[src/mac_frame_header_parser_assert.svh]
// assertion macros shared by the header parser modules
`ifndef MAC_FRAME_HEADER_PARSER_ASSERT_SVH
`define MAC_FRAME_HEADER_PARSER_ASSERT_SVH

// same-cycle implication, checked on every clk edge outside reset
`define MFHP_ASSERT_NOW(label, cond, prop, msg) \
	label: assert property (@(posedge clk) disable iff (!arst_n) (cond) |-> (prop)) \
		else $error(msg);

// next-cycle implication
`define MFHP_ASSERT_NEXT(label, cond, prop, msg) \
	label: assert property (@(posedge clk) disable iff (!arst_n) (cond) |=> (prop)) \
		else $error(msg);

`endif

[src/mfhp_pkg.sv]
// shared constants, result type and field length helpers for the header parser
package mfhp_pkg;

	localparam int MAX_FRAME_BYTES = 2047;
	localparam int POS_W = $clog2(MAX_FRAME_BYTES + 1);
	localparam int DIFF_W = (POS_W + 2 > 12) ? POS_W + 2 : 12;

	localparam logic [1:0] STATUS_OK        = 2'd0;
	localparam logic [1:0] STATUS_TRUNCATED = 2'd1;
	localparam logic [1:0] STATUS_SECURITY  = 2'd2;

	localparam logic [1:0] ADDR_MODE_NONE  = 2'd0;
	localparam logic [1:0] ADDR_MODE_SHORT = 2'd2;

	localparam int FC_SECURITY_BIT = 3;
	localparam int FC_PAN_COMP_BIT = 6;
	localparam int FC_DST_MODE_LSB = 10;
	localparam int FC_SRC_MODE_LSB = 14;

	localparam logic [4:0] FIXED_HEADER_BYTES = 5'd3;
	localparam logic [4:0] FCS_BYTES = 5'd2;
	localparam logic [7:0] PAYLOAD_MAX = 8'hff;

	typedef struct packed {
		logic [1:0]  status;
		logic [15:0] frame_control;
		logic [7:0]  seq_number;
		logic [15:0] dst_pan;
		logic [63:0] dst_address;
		logic [15:0] src_pan;
		logic [63:0] src_address;
		logic [4:0]  header_length;
		logic [10:0] payload_length;
		logic        payload_in_range;
		logic [15:0] frame_check;
	} header_result_t;

	function automatic logic [3:0] addr_bytes(input logic [1:0] mode);
		logic [3:0] n;
		case (mode)
			ADDR_MODE_NONE: n = 4'd0;
			ADDR_MODE_SHORT: n = 4'd2;
			default: n = 4'd8;
		endcase
		return n;
	endfunction

	function automatic logic [1:0] dst_mode(input logic [15:0] fc);
		return fc[FC_DST_MODE_LSB +: 2];
	endfunction

	function automatic logic [1:0] src_mode(input logic [15:0] fc);
		return fc[FC_SRC_MODE_LSB +: 2];
	endfunction

	function automatic logic [3:0] dst_len(input logic [15:0] fc);
		return (dst_mode(fc) != ADDR_MODE_NONE) ? 4'd2 + addr_bytes(dst_mode(fc)) : 4'd0;
	endfunction

	function automatic logic [3:0] src_pan_len(input logic [15:0] fc);
		return (src_mode(fc) != ADDR_MODE_NONE && !fc[FC_PAN_COMP_BIT]) ? 4'd2 : 4'd0;
	endfunction

	function automatic logic [3:0] src_len(input logic [15:0] fc);
		return (src_mode(fc) != ADDR_MODE_NONE) ?
			src_pan_len(fc) + addr_bytes(src_mode(fc)) : 4'd0;
	endfunction

endpackage

[src/mfhp_header_state.sv]
// header capture registers, byte position counter and end-of-frame result logic
`include "mac_frame_header_parser_assert.svh"

module mfhp_header_state (
	input  logic                    clk,
	input  logic                    arst_n,
	input  logic                    step,
	input  logic [7:0]              rx_byte,
	input  logic                    end_of_frame,
	output mfhp_pkg::header_result_t result
);
	import mfhp_pkg::*;

	logic [POS_W-1:0] pos_q, pos_nx;
	logic [15:0] cw_q, cw_nx;
	logic [7:0]  seq_q, seq_nx;
	logic [15:0] dpan_q, dpan_nx;
	logic [63:0] daddr_q, daddr_nx;
	logic [15:0] span_q, span_nx;
	logic [63:0] saddr_q, saddr_nx;
	logic [15:0] ltb_q, ltb_nx;

	logic [3:0] dl, sl, sp;
	logic [3:0] dl_f, sl_f;
	logic [POS_W-1:0] off;
	logic [4:0] lane_d, lane_s, lane_sa;
	logic is_field, hit_dst, hit_src;
	logic [POS_W-1:0] size;
	logic [4:0] hdr_f;
	logic [DIFF_W-1:0] diff;
	logic trunc, ok;
	logic [1:0] stat;

	// field capture, lengths from the control word as it stands
	always_comb begin
		dl = dst_len(cw_q);
		sl = src_len(cw_q);
		sp = src_pan_len(cw_q);
		is_field = pos_q >= POS_W'(3);
		off = pos_q - POS_W'(3);
		hit_dst = is_field && (off < POS_W'(dl));
		hit_src = is_field && !hit_dst && (off < POS_W'(dl) + POS_W'(sl));
		lane_d = off[4:0];
		lane_s = lane_d - {1'b0, dl};
		lane_sa = lane_s - {1'b0, sp};

		cw_nx = cw_q;
		seq_nx = seq_q;
		if (pos_q == POS_W'(0)) begin
			cw_nx = {cw_q[15:8], rx_byte};
		end else if (pos_q == POS_W'(1)) begin
			cw_nx = {rx_byte, cw_q[7:0]};
		end else if (pos_q == POS_W'(2)) begin
			seq_nx = rx_byte;
		end

		dpan_nx = dpan_q;
		daddr_nx = daddr_q;
		span_nx = span_q;
		saddr_nx = saddr_q;
		for (int k = 0; k < 2; k++) begin
			if (hit_dst && lane_d == 5'(k))
				dpan_nx[8*k +: 8] = dpan_q[8*k +: 8] | rx_byte;
			if (hit_src && lane_s < {1'b0, sp} && lane_s == 5'(k))
				span_nx[8*k +: 8] = span_q[8*k +: 8] | rx_byte;
		end
		for (int k = 0; k < 8; k++) begin
			if (hit_dst && lane_d >= 5'd2 && (lane_d - 5'd2) == 5'(k))
				daddr_nx[8*k +: 8] = daddr_q[8*k +: 8] | rx_byte;
			if (hit_src && lane_s >= {1'b0, sp} && lane_sa == 5'(k))
				saddr_nx[8*k +: 8] = saddr_q[8*k +: 8] | rx_byte;
		end

		ltb_nx = {ltb_q[7:0], rx_byte};
		pos_nx = (pos_q < POS_W'(MAX_FRAME_BYTES)) ? pos_q + POS_W'(1) : pos_q;
	end

	// end-of-frame result, from the state after this byte
	always_comb begin
		dl_f = dst_len(cw_nx);
		sl_f = src_len(cw_nx);
		size = (pos_q == POS_W'(MAX_FRAME_BYTES)) ? pos_q : pos_q + POS_W'(1);
		hdr_f = FIXED_HEADER_BYTES + 5'(dl_f) + 5'(sl_f);
		trunc = {1'b0, size} < (POS_W+1)'(FIXED_HEADER_BYTES + 5'(dl_f));
		if (trunc)
			stat = STATUS_TRUNCATED;
		else if (cw_nx[FC_SECURITY_BIT])
			stat = STATUS_SECURITY;
		else
			stat = STATUS_OK;
		ok = stat == STATUS_OK;
		diff = DIFF_W'(size) - DIFF_W'(hdr_f) - DIFF_W'(FCS_BYTES);

		result.status = stat;
		result.frame_control = cw_nx;
		result.seq_number = seq_nx;
		result.dst_pan = dpan_nx;
		result.dst_address = daddr_nx;
		result.src_pan = (src_mode(cw_nx) != ADDR_MODE_NONE && cw_nx[FC_PAN_COMP_BIT]) ?
			dpan_nx : span_nx;
		result.src_address = saddr_nx;
		result.header_length = ok ? hdr_f : 5'd0;
		result.payload_length = ok ? diff[10:0] : 11'd0;
		result.payload_in_range = ok && !diff[DIFF_W-1] &&
			(diff[DIFF_W-2:0] <= (DIFF_W-1)'(PAYLOAD_MAX));
		result.frame_check = ok ? ltb_nx : 16'd0;
	end

	always_ff @(posedge clk or negedge arst_n) begin
		if (!arst_n) begin
			pos_q <= '0;
			cw_q <= '0;
			seq_q <= '0;
			dpan_q <= '0;
			daddr_q <= '0;
			span_q <= '0;
			saddr_q <= '0;
			ltb_q <= '0;
		end else if (step) begin
			if (end_of_frame) begin
				pos_q <= '0;
				cw_q <= '0;
				seq_q <= '0;
				dpan_q <= '0;
				daddr_q <= '0;
				span_q <= '0;
				saddr_q <= '0;
				ltb_q <= '0;
			end else begin
				pos_q <= pos_nx;
				cw_q <= cw_nx;
				seq_q <= seq_nx;
				dpan_q <= dpan_nx;
				daddr_q <= daddr_nx;
				span_q <= span_nx;
				saddr_q <= saddr_nx;
				ltb_q <= ltb_nx;
			end
		end
	end

	`MFHP_ASSERT_NOW(a_pos_bound, 1'b1, pos_q <= POS_W'(MAX_FRAME_BYTES), "byte position overran")
	`MFHP_ASSERT_NEXT(a_frame_clear, step && end_of_frame, pos_q == '0 && cw_q == '0, "state not cleared")
	`MFHP_ASSERT_NOW(a_short_dst, dst_mode(cw_q) == ADDR_MODE_SHORT, daddr_q[63:16] == '0, "short dst overflow")

endmodule

[src/mac_frame_header_parser.sv]
// top level of the 802.15.4 mac frame header parser: handshake, input and result registers
//
// usage
//   input channel: one frame byte per item on rx_byte, end_of_frame high on the last byte
//   an item moves when in_valid is high and in_stall is low at a rising clk edge
//   output channel: one result item per frame, presented on out_valid with all header fields
//   a result moves when out_valid is high and out_stall is low
// throughput: one byte per cycle unless a last byte waits for the result register;
//   the byte counter and field capture update as each byte leaves the input register
// path: a last byte passes through the input register, then the result register
// stall: a waiting result holds in the output register; bytes that are not the last
//   keep flowing under it, and only a last byte waits for the output register to free up
// reset: arst_n low clears the byte counter, all captured fields and both valid flags;
//   the first byte after reset is byte zero of a frame
// status: truncated when the frame ends inside the fixed header or destination fields,
//   else security when the control word asks for it; both zero the lengths and check word
`include "mac_frame_header_parser_assert.svh"

module mac_frame_header_parser (
	input  logic        clk,
	input  logic        arst_n,
	input  logic        in_valid,
	output logic        in_stall,
	input  logic [7:0]  rx_byte,
	input  logic        end_of_frame,
	output logic        out_valid,
	input  logic        out_stall,
	output logic [1:0]  status,
	output logic [15:0] frame_control,
	output logic [7:0]  seq_number,
	output logic [15:0] dst_pan,
	output logic [63:0] dst_address,
	output logic [15:0] src_pan,
	output logic [63:0] src_address,
	output logic [4:0]  header_length,
	output logic [10:0] payload_length,
	output logic        payload_in_range,
	output logic [15:0] frame_check
);
	import mfhp_pkg::*;

	// input register
	logic       valid_s1;
	logic [7:0] byte_s1;
	logic       eof_s1;

	// result register
	logic           out_valid_q;
	header_result_t result_q;
	header_result_t result;

	logic out_free;
	logic advance;
	logic accept;

	// a last byte needs the result register; other bytes never do
	assign out_free = !out_valid_q || !out_stall;
	assign advance  = valid_s1 && (!eof_s1 || out_free);
	assign in_stall = valid_s1 && !advance;
	assign accept   = in_valid && !in_stall;

	always_ff @(posedge clk or negedge arst_n) begin
		if (!arst_n) begin
			valid_s1 <= 1'b0;
		end else if (accept) begin
			valid_s1 <= 1'b1;
		end else if (advance) begin
			valid_s1 <= 1'b0;
		end
	end

	always_ff @(posedge clk) begin
		if (accept) begin
			byte_s1 <= rx_byte;
			eof_s1 <= end_of_frame;
		end
	end

	// capture state and result logic
	mfhp_header_state u_state (
		.clk          (clk),
		.arst_n       (arst_n),
		.step         (advance),
		.rx_byte      (byte_s1),
		.end_of_frame (eof_s1),
		.result       (result)
	);

	always_ff @(posedge clk or negedge arst_n) begin
		if (!arst_n) begin
			out_valid_q <= 1'b0;
		end else if (advance && eof_s1) begin
			out_valid_q <= 1'b1;
		end else if (!out_stall) begin
			out_valid_q <= 1'b0;
		end
	end

	always_ff @(posedge clk) begin
		if (advance && eof_s1) begin
			result_q <= result;
		end
	end

	assign out_valid        = out_valid_q;
	assign status           = result_q.status;
	assign frame_control    = result_q.frame_control;
	assign seq_number       = result_q.seq_number;
	assign dst_pan          = result_q.dst_pan;
	assign dst_address      = result_q.dst_address;
	assign src_pan          = result_q.src_pan;
	assign src_address      = result_q.src_address;
	assign header_length    = result_q.header_length;
	assign payload_length   = result_q.payload_length;
	assign payload_in_range = result_q.payload_in_range;
	assign frame_check      = result_q.frame_check;

	`MFHP_ASSERT_NOW(a_err_zero, out_valid_q && result_q.status != STATUS_OK, result_q.header_length == '0 && result_q.frame_check == '0 && !result_q.payload_in_range, "error result not zeroed")
	`MFHP_ASSERT_NOW(a_hdr_min, out_valid_q && result_q.status == STATUS_OK, result_q.header_length >= FIXED_HEADER_BYTES, "header shorter than fixed part")
	`MFHP_ASSERT_NOW(a_no_src, out_valid_q && src_mode(result_q.frame_control) == ADDR_MODE_NONE, result_q.src_pan == '0 && result_q.src_address == '0, "source present without mode")
	`MFHP_ASSERT_NEXT(a_result_load, advance && eof_s1, out_valid_q, "result lost")

endmodule
[config.mk]
export PLATFORM = sky130hd
export DESIGN_NAME = mac_frame_header_parser
export DESIGN_NICKNAME = d
export VERILOG_FILES = /design/src/mfhp_pkg.sv /design/src/mfhp_header_state.sv /design/src/mac_frame_header_parser.sv
export VERILOG_INCLUDE_DIRS = /design/src /design/src/src
export SDC_FILE = /design/constraint.sdc
export NUM_CORES = 1
export LEC_CHECK = 0
export BUFFER_PORTS_ARGS = -buffer_cell sky130_fd_sc_hd__clkbuf_2
export CAP_MARGIN = 20
export CELL_PAD_IN_SITES_DETAIL_PLACEMENT = 1
export CELL_PAD_IN_SITES_GLOBAL_PLACEMENT = 2
export CORE_MARGIN = 4
export CORE_UTILIZATION = 40
export DETAILED_ROUTE_END_ITERATION = 6
export PLACE_DENSITY = 0.86
export SETUP_SLACK_MARGIN = 0.2
export SYNTH_ARGS = -nofsm -noshare
export SYNTH_HDL_FRONTEND = slang
export SYNTH_SLANG_ARGS = --single-unit
[constraint.sdc]
create_clock -name clk -period 23.3 [get_ports clk]
set_clock_uncertainty 0.2 [all_clocks]
set_input_delay 4.66 -clock clk [delete_from_list [all_inputs] [get_ports clk]]
set_output_delay 4.66 -clock clk [all_outputs]
set_load 0.05 [all_outputs]
* Word-level counts from Yosys, hierarchy flattened
Index checks and enable logic that the tools add are counted.
Widths: inputs -> output; s select.
** Word-level totals
- Bits in registers :: 433
- Input bits :: 13
- Output and inout bits :: 221
- Word-level logic and storage cells :: 206
** Operators by class
- Add/subtract/negate cells :: 15
- Magnitude comparators :: 9
- Equal/unequal tests :: 24
- Multiplexer cells :: 52
- Bitwise logic cells :: 20
- Reductions and logical operators :: 63
** Operator list (count)
- $mux 8 :: 25
- $or 8x8->8 :: 20
- $mux 64 :: 2
- $mux 16 :: 6
- $eq 5x3->1 const B :: 8
- $logic_and 1x1->1 :: 35
- $mux 11 :: 3
- $pmux 4 s2 :: 4
- $eq 5x1->1 const B :: 4
- $eq 5x2->1 const B :: 4
- $logic_not 5->1 :: 4
- $mux 4 :: 4
- $sub 13x2->13 const B :: 1
- $le 12x8->1 const B :: 1
- $lt 11x12->1 :: 1
- $reduce_bool 2->1 :: 6
- $sub 11x5->12 :: 1
- $add 11x1->11 const B :: 1
- $eq 11x1->1 const B :: 1
- $eq 11x11->1 const B :: 1
- $eq 11x2->1 const B :: 1
- $ge 11x2->1 const B :: 1
- $logic_not 11->1 :: 1
- $lt 11x11->1 :: 1
- other kinds (21) :: 47

* Depth between registers and ports, before layout
Gate-level depths: netlist of run 1.
- Word-level depth :: 14
- Gate-level depth with buffers :: 25
- Gate-level depth less buffers :: 21

* Cells and area by module
A second synthesis of run 1 with hierarchy kept.
** Unflattened totals
- Cell total of the unflattened synthesis :: 1498
- Area, all modules :: 18470.2 µm²
** Modules (own cells, without submodules)
- mfhp_header_state :: instances 1, cells an instance 1258, area an instance 11518.5 µm², seq. area each 5079.9 µm²
- mac_frame_header_parser :: instances 1, cells an instance 240, area an instance 6951.7 µm², seq. area each 6896.6 µm²

* Least setup slack after synthesis of run 1
No wires, ideal clock.
- Path type :: input to register
- Start point :: input out_stall
- End point :: register result_q, in the netlist dst_address[0] (enable)
- Library setup time :: 0.669 ns
- Arrival :: 11.433 ns
- Data required time :: 22.431 ns
- Path slack :: 10.999 ns
- Stages :: 6
- Buffers on the path :: 2
- Cells stage by stage :: nand3_1 and2_1 nand2_1 clkbuf_1 clkinv_1 clkbuf_1
** Between the ends
- Longest elaborated chain between the ends :: 5
** RTL lines
- from (decl) :: line mac_frame_header_parser.sv:27 : input logic out_stall,
- $logic_not 1->1
- $logic_or 1x1->1 :: line mac_frame_header_parser.sv:57 : assign out_free = !out_valid_q || !out_stall;
- $logic_or 1x1->1 :: line mac_frame_header_parser.sv:58 : assign advance = valid_s1 && (!eof_s1 || out_free);
- $logic_and 1x1->1 :: line mac_frame_header_parser.sv:58
- $logic_and 1x1->1 :: line mac_frame_header_parser.sv:100 : if (advance && eof_s1) begin
- to (signal assigned) :: line mac_frame_header_parser.sv:101 : result_q <= result;
- to (decl) :: line mac_frame_header_parser.sv:49 : header_result_t result_q;
No other way between the ends.
A chain may end at the register's enable or synchronous reset.

* Worst setup path after layout of run 1
- Start point :: input out_stall
- End point :: output in_stall
** Between the ends
- Longest elaborated chain between the ends :: 6
** RTL lines
- $logic_not 1->1
- $logic_or 1x1->1 :: line mac_frame_header_parser.sv:57
- $logic_or 1x1->1 :: line mac_frame_header_parser.sv:58
- $logic_and 1x1->1 :: line mac_frame_header_parser.sv:58
- $logic_not 1->1 :: line mac_frame_header_parser.sv:59 : assign in_stall = valid_s1 && !advance;
- $logic_and 1x1->1 :: line mac_frame_header_parser.sv:59
- to (decl) :: line mac_frame_header_parser.sv:23 : output logic in_stall,
No other way between the ends.

==> flow_results.org, run 1 <==
** Outcome
- Outcome :: finished, final reports clean

** Power
- Maximum VDD drop :: 0.0555 mV
- Cell Pwr Density :: ~88 mW/mm^2
- Static leakage power :: 9.05 nW

** Run
- Max-cap violations in this run came to 0.

** Yosys
- Counting flops and latches in the post-synthesis netlist gives about 430.
- A synthesized cell averages 12.1 sq um.
- For this run, asynchronously set or reset flops after synthesis account for 0.473.
- Yosys printed 0 warnings.
- Synthesized netlist cell count :: 1543
- Number of enable-type register cells in the synthesized netlist :: 228
- Number of unique standard cell types used by synthesis :: 64
- For this run, the register share of the synthesized area comes to 0.644.
- The number of nets in the synthesized netlist is 1593.
- In the synthesized netlist the dominant register cell turns out to be edfxtp_1.
- Area of the mapped netlist :: 0.0186 sq mm

** Critical path
- Walking the worst path, the cells encountered are clkbuf_2, nand4_1, inv_1, clkbuf_2.
- Endpoint arrival time on the critical path :: roughly 5300 ps
- Beginning of the worst register-to-register path :: u_state.pos_q[2]$_DFFE_PN0P_
- The worst register-to-register path has a depth of 19.
- Crit Path Max Fanout :: 3
- STA classifies the critical path endpoint as an output port.
- STA puts the critical path data required time at 18440 ps.
- The worst setup path is launched from a primary input.
- Delay contributed by the slowest stage of the critical path :: roughly 280 ps
- Counting stages on the worst path, the most repeated cell is clkbuf_2.
- The worst setup path is of the in2out kind.
- In this run the worst setup path begins at out_stall.
- The slowest stage of the critical path is the clkbuf_2 cell.

** Global route
- Number of global-route vias before repair :: 13800
- The initial antenna violation count is 0.
- Final global-route overflow total :: 0
- First-pass GRT wire length :: 82.8 mm
- Maximum number of pins on one net before global-route repair :: 97
- Across every metal layer, demand over resource in global routing totals 0.208.

** Timing
- Period minus WS final :: about 10000 ps
- Remaining max-slew budget at the tightest pin :: 0.338
- Unrepaired setup endpoints after global routing :: no
- Transition at the pin with the smallest max-transition slack :: 990 ps
- Maximum achievable frequency :: 0.0985 GHz
- Setup slack of the critical path after layout :: between 10000 and 15000 ps
- Of the available clock period, the critical path in the final layout requires 0.436.
- The tightest hold path in the finished design has a slack of approximately 270 ps.
- The hold violation total from the final report came to 0.
- Fin. max-slew vios :: 0
- Total negative slack :: 0 ps
- Setup violations remaining at the end of the flow were counted as 0.

** Clock tree
- CTS placed an instance of clkbuf_16 at the clock tree root.
- Clock tree synthesis found a total of 433 sinks.
- Once the clock tree was built, the resizer swapped 0 gates to a different size.
- Clock latency reported for the late side of the worst-skew pair :: 570 ps
- Total number of H-tree levels :: 2
- TritonCTS built the clock tree.
- Clock-pin slew on the worst setup and hold paths :: 60 ps
- Number of buffers created by CTS :: 45
- No sink is reached through more buffers than the 3 on the longest clock path.
- Post-CTS Repair Setup Buffers :: 0
- Hold-fix buffers, CTS :: 0

** Placement
- Buffers placed on the I/O ports in this run total around 230.
- At the placement stage, the worst setup path has a slack of 13150 ps.
- The congestion estimate from routability-driven global placement came to 0.829.
- HPWL reported at the end of detailed placement :: 35.2 mm

** Min path
- The worst hold path passes through 2 cells.
- The worst hold path begins at u_state.saddr_q[16]$_DFFE_PN0P_.
- Hold crit path type :: reg2reg

** Finish
- Number of diodes :: 0
- Fill cells in the final layout number 4871.
- Storage element area :: 0.0120 sq mm
- Fraction of final layout cells sized beyond drive strength 1 :: 0.198
- In the final layout, the multi-input gates occupy 0.00611 sq mm.
- The library cell used most frequently in the layout, excluding fill and tap cells, is clkbuf_2.
- Number of nets at the end of the flow :: 1791
- Area added between synthesis and finish :: 16.9%
- The top cell types in the final layout, fill and taps aside, are clkbuf_2 (232), edfxtp_1 (228), dfrtp_1 (205).

** Floorplanning
- The die covers 0.0500 sq mm.
- The floorplan step defined a core boundary enclosing 0.0457 sq mm.
- For this configuration, the core starts out at a cell density of 0.407.
- From left edge to right edge, the die measures 224 um.
- The die is 224 um tall.
- The floorplan has between 70 and 80 rows.
- 234 I/O pins were placed.

** Drt
- 1st-iter DRT viols :: 832
- The pre-antenna-repair detailed-routing pass consisted of 5 iterations.
- After detailed routing, the met3 layer carries about 2.4 mm of wire.
- Summed over all layers, the routed wires come to 52.9 mm.
- Top Metal Used :: met4
- After detailed routing, the number of remaining DRC violations is 0.
- In the final routed layout, each cell accounts on average for 22.2 um.
- Number of vias per cell :: 5.58
- Detailed-route wire length on metal 1 :: about 24 mm
- In the detailed route, the total length drawn on met2 is 25.7 mm.
- The count of nets left with antenna violations once routing finished came out at 0.
- Routed vias :: 13300
[cell usage after synthesis, types with 5 or more instances]
library cell / count / area, sq um
or3_1: 6 / 37.5
nand2b_1: 14 / 87.6
a221oi_1: 14 / 123
o21bai_1: 144 / 1080
buf_2: 6 / 30.0
o211ai_1: 5 / 37.5
dfrtp_1: 205 / 5130
ha_1: 33 / 413
xor2_1: 8 / 70.1
nor3_1: 15 / 75.1
and3_1: 6 / 37.5
nor4_1: 7 / 43.8
nand4_1: 12 / 75.1
buf_1: 17 / 63.8
a21o_1: 10 / 75.1
o21ai_0: 115 / 576
nor2b_1: 7 / 43.8
and4_1: 8 / 70.1
xnor2_1: 9 / 78.8
nand2_1: 206 / 773
a21oi_1: 41 / 205
clkbuf_1: 84 / 315
mux2_2: 10 / 113
edfxtp_1: 228 / 6850
nand3_1: 22 / 110
nor3b_1: 16 / 120
or2_2: 8 / 50.1
inv_1: 35 / 131
and2_1: 16 / 100
nor2_1: 63 / 236
o31ai_1: 79 / 593
a22o_1: 35 / 307
mux2i_1: 7 / 70.1
[worst max-delay path: cells and delay by family]
kind	cells	cell delay [ps]
buffers and inverters	3	500
AND/OR/NAND/NOR	1	140
[layer usage]
layer | track usage | vias to the layer above
li1 | - | 6047
met1 | 0.288 | 6845
met2 | 0.348 | 321
met3 | 0.0366 | 68
met4 | 0.0483 | 0
met5 | 0 | -
[power by group]
part	total, mW	internal (mW)	leakage, nW	switching (mW)
Sequential	0.857	0.841	5.05	0.0159
Combinational	0.374	0.0943	3.32	0.280
Clock	0.681	0.391	0.676	0.290
Total	1.91	1.33	9.05	0.586
[sequential cells by signal (all words and copies together), names as in the netlist, 64 cells and up]
signal and count:
dst_address 64, src_address 64, u_state.daddr_q 64, u_state.saddr_q 64
[kinds of logic after synthesis]
| kind of cell | count (synthesis) | synth area share |
|---|---|---|
| multiplexers | 17 | 0.00982 |
| XOR/XNOR | 17 | 0.00800 |
| buffers and inverters | 144 | 0.0295 |
| adder cells (fa/ha/maj) | 37 | 0.0265 |
| AND/OR/NAND/NOR | 421 | 0.107 |
| AO/OA/AOI/OAI | 473 | 0.175 |
| flip-flops | 433 | 0.644 |
| other | 1 | 0.000202 |
[through the flow]
step,area [sq um],cells,util,power [mW]
final,21800,2378,0.476,1.91
after global routing,21800,2378,0.476,2.00
after global placement,20300,2291,0.445,1.24
after detailed placement,20300,2291,0.445,1.25
after floorplan,18600,1543,-,1.14
after CTS,21700,2375,0.475,1.93
[worst paths after layout]
| path | to | slack (ps) |
|---|---|---|
| max in group asynchronous | u_state.pos_q[9]$_DFFE_PN0P_ | 17680 |
| worst max-delay path | in_stall | 13150 |
| worst max register to register | payload_in_range$_DFFE_PP_ | 15980 |
| min in group asynchronous | u_state.seq_q[5]$_DFFE_PN0P_ | 3870 |
| worst min register to register | u_state.saddr_q[16]$_DFFE_PN0P_ | 270 |
| worst min-delay path | u_state.saddr_q[16]$_DFFE_PN0P_ | 270 |
[final cells by class]
class                           count  area share
Clock inverter                     13     0.00311
Multi-Input combinational cell    966       0.281
Timing Repair Buffer              258      0.0634
Tap cell                          600      0.0345
Sequential cell                   433       0.551
Clock buffer                       71      0.0610
Inverter                           37     0.00673
Power figures use the tool's default switching activity.
==> inputs of run 2 (changes only) <==
--- a/config.mk
+++ b/config.mk
@@ -11,9 +11,9 @@
 export CELL_PAD_IN_SITES_DETAIL_PLACEMENT = 1
 export CELL_PAD_IN_SITES_GLOBAL_PLACEMENT = 2
 export CORE_MARGIN = 4
-export CORE_UTILIZATION = 40
+export CORE_UTILIZATION = 35
 export DETAILED_ROUTE_END_ITERATION = 6
-export PLACE_DENSITY = 0.86
+export PLACE_DENSITY = 0.8
 export SETUP_SLACK_MARGIN = 0.2
 export SYNTH_ARGS = -nofsm -noshare
 export SYNTH_HDL_FRONTEND = slang
==> constraint.sdc (replaced) <==
create_clock -name clk -period 8.7 [get_ports clk]
set_clock_uncertainty 0.2 [all_clocks]
set_input_delay 1.74 -clock clk [delete_from_list [all_inputs] [get_ports clk]]
set_output_delay 1.74 -clock clk [all_outputs]
set_load 0.05 [all_outputs]
==> flow_results.org, run 2 (synthesis results as in run 1) <==
** Timing
- Maximum achievable frequency :: 0.138 GHz
- Fin. max-slew vios :: 0 (unchanged)
- Counting I/O delays and the setup requirement, the final critical path takes 7230 ps.
- Fin crit share :: 0.830
- Unrepaired setup endpoints after global routing :: no
- Final count of hold timing violations :: 0 (unchanged)
- Transition at the pin with the smallest max-transition slack :: 1010 ps (+16.3 ps)
- Total negative slack :: 0 ps (unchanged)
- The number of setup violations in the final report came to 0 (unchanged).
- The relative slew slack came to 0.312 (-0.0263).

** Outcome
- The run finished with clean final reports.

** Power
- Cell Pwr Density :: 241 mW/mm^2 (+170%)
- Clock network fraction of design power :: 0.375 (+0.019)
- Static leakage power :: 9.08 nW (+0.33%)
- Combinational share of power :: 0.188 (-0.008)
- The largest vdd supply drop is 0.139 mV (+150%).
- Seq pwr share :: 0.437 (-0.011)
- Proportion of total power due to net switching :: 0.310 (+0.00375)
- Net load switching power :: 1.64 mW (+180%)
- The internal power came to 3.64 mW (+170%).

** Critical path
- The worst setup path is launched from a flop.
- STA classifies the critical path endpoint as a flop.
- Crit Path Max Fanout :: 19 (+16)
- The signal arrival time at the worst endpoint came to 7440 ps (+2150 ps).
- Crit path kind :: reg2reg
- Worst endpoint required time :: 8910 ps (-9530 ps)

** Drt
- Routed vias :: 13200 (-0.42%)
- 1st-iter DRT viols :: 857 (+3.0%)
- First-pass iteration count of the detailed router :: 5 (unchanged)
- The number of nets with antenna violations after routing is 0 (unchanged).
- The aggregate routed wire length is 54.9 mm (+3.7%).
- The final routed DRC violation total is 0 (unchanged).
- The via density per instance came to 5.37 (-3.8%).
- Routed wirelength normalized by instance count :: 22.3 um (+0.21%)

** Clock tree
- CTS max path bufs :: 3 (unchanged)
- The number of resized instances in the post-cts repair step was 0 (unchanged).
- The total clock buffers created by CTS is 47 (+4.4%).
- The cell sitting at the root of the clock tree is a clkbuf_16.
- The hold-fix buffer count after cts came to 0 (unchanged).
- Clock latency reported for the late side of the worst-skew pair :: 580 ps (about the same)
- Clock tree from TritonCTS :: done
- The total clock sinks is 433 (unchanged).
- The total number of H-tree levels was 2 (unchanged).
- Post-CTS Repair Setup Buffers :: 0 (unchanged)
- Clock-pin slew on the worst setup and hold paths :: 60 ps (about the same)

** Finish
- Area added between synthesis and finish :: 17.8%
- Fraction of final layout cells sized beyond drive strength 1 :: 0.200 (+0.00214)
- The total inserted antenna cells is 0 (unchanged).
- The final standard cell utilization of the core came to 0.417 (-0.0592).
- The final design area excluding fillers came to 0.0219 sq mm (+0.75%).
- In the layout the commonest cells are clkbuf_2 (232), edfxtp_1 (228), dfrtp_1 (205).
- Commonest non-fill, non-tap cell in the layout :: clkbuf_2
- Number of nets at the end of the flow :: 1785 (-0.34%)
- The filler cell count is 5616 (+15%).

** Global route
- The global router's overall resource usage is 0.189 (-0.0193).
- Final global-route overflow total :: 0 (unchanged)
- The number of global-route vias before repair came to 13700 (-0.22%).
- Maximum number of pins on one net before global-route repair :: 118 (+22%)
- First-pass GRT wire length :: 84.1 mm (+1.5%)
- Number of antenna violations at the first check in global routing :: 0 (unchanged)

** Floorplanning
- Die area :: 0.0569 sq mm (+14%)
- Placeable core area :: 0.0526 sq mm (+15%)
- The die boundary height is 239 um (+6.7%).
- Initial standard-cell utilization of the core :: 0.354 (-0.0533)
- The cell row count came to 84 (+7.7%).
- I/O pin count :: 234 (unchanged)
- The width of the chip is 239 um (+6.7%).

** Placement
- Number of port buffers :: 233 (unchanged)
- The HPWL after detailed placement was 35.9 mm (+1.9%).
- GP Congestion :: 0.811 (-2.2%)
- The total cell area at the placement stage came to 0.0204 sq mm (+0.34%).

** Run
- The number of max-cap violations was 0 (unchanged).

** Min path
- Hold crit path type :: reg2reg
[run 2: changes by cell type in the layout (fill, tap and decap cells not counted), sizes merged]
cell / delta
clkbuf: -17
clkinv: +15
clkinvlp: -1
inv: +3
bufinv: +4
buf: -8
[run 2: cell type report]
class	instances	area, sq um	share of cell area
Sequential cell	433	12000	0.546
Multi-Input combinational cell	966	6110	0.279
Timing Repair Buffer	250	1300	0.0594
Tap cell	688	861	0.0393
Clock inverter	34	297	0.0135
Inverter	37	146	0.00668
Clock buffer	54	1220	0.0558
[run 2: final timing paths]
check	from	end	slack (ps)	cells past startpoint
min	u_state.saddr_q[7]$_DFFE_PN0P_	u_state.saddr_q[7]$_DFFE_PN0P_	270	2
max	u_state.pos_q[2]$_DFFE_PN0P_	payload_in_range$_DFFE_PP_	1470	19
max reg2reg	u_state.pos_q[2]$_DFFE_PN0P_	payload_in_range$_DFFE_PP_	1470	19
min in group asynchronous	arst_n	u_state.seq_q[0]$_DFFE_PN0P_	1080	1
max in group asynchronous	arst_n	u_state.daddr_q[21]$_DFFE_PN0P_	5690	2
min reg2reg	u_state.saddr_q[7]$_DFFE_PN0P_	u_state.saddr_q[7]$_DFFE_PN0P_	270	2
[run 2: through the flow]
step	power (mW)	setup WS, ps	hold WS [ps]	std cells
after floorplan	3.05	2160	240	1543
after global placement	3.31	1710	253	2373
after detailed placement	3.34	1560	260	2373
after CTS	5.34	1470	273	2461
after global routing	5.52	1030	287	2462
final	5.27	1470	269	2462
[run 2: per-layer routing]
metal / vias up / routed length [um] / GRT usage
li1: 6042 / - / -
met1: 6776 / 25100 / 0.268
met2: 336 / 25900 / 0.304
met3: 71 / 2700 / 0.0314
met4: 0 / 1180 / 0.0507
met5: - / 0 / 0
[run 2: power by group through the flow]
stage,logic [mW],clock network [mW],registers (mW)
floorplan,0.539,0,2.51
global placement,0.970,0,2.34
detailed placement,0.995,0,2.34
CTS,1.00,2.04,2.30
global route,1.09,2.12,2.31
finish,0.993,1.98,2.30
[run 2: critical path, cell delays in order, from the launching register on]
cell	delay [ps]
dfrtp_1	530
or4_1	710
nor4b_1	470
nand3b_1	560
mux2_2	640
nor2_1	90
ha_1	200
and2_1	130
ha_1	290
ha_1	210
fa_1	380
xnor2_1	260
ha_1	350
a21o_1	190
a31o_2	250
nor3_1	470
a41oi_1	200
a311o_1	400
or3_1	360
a31oi_1	170
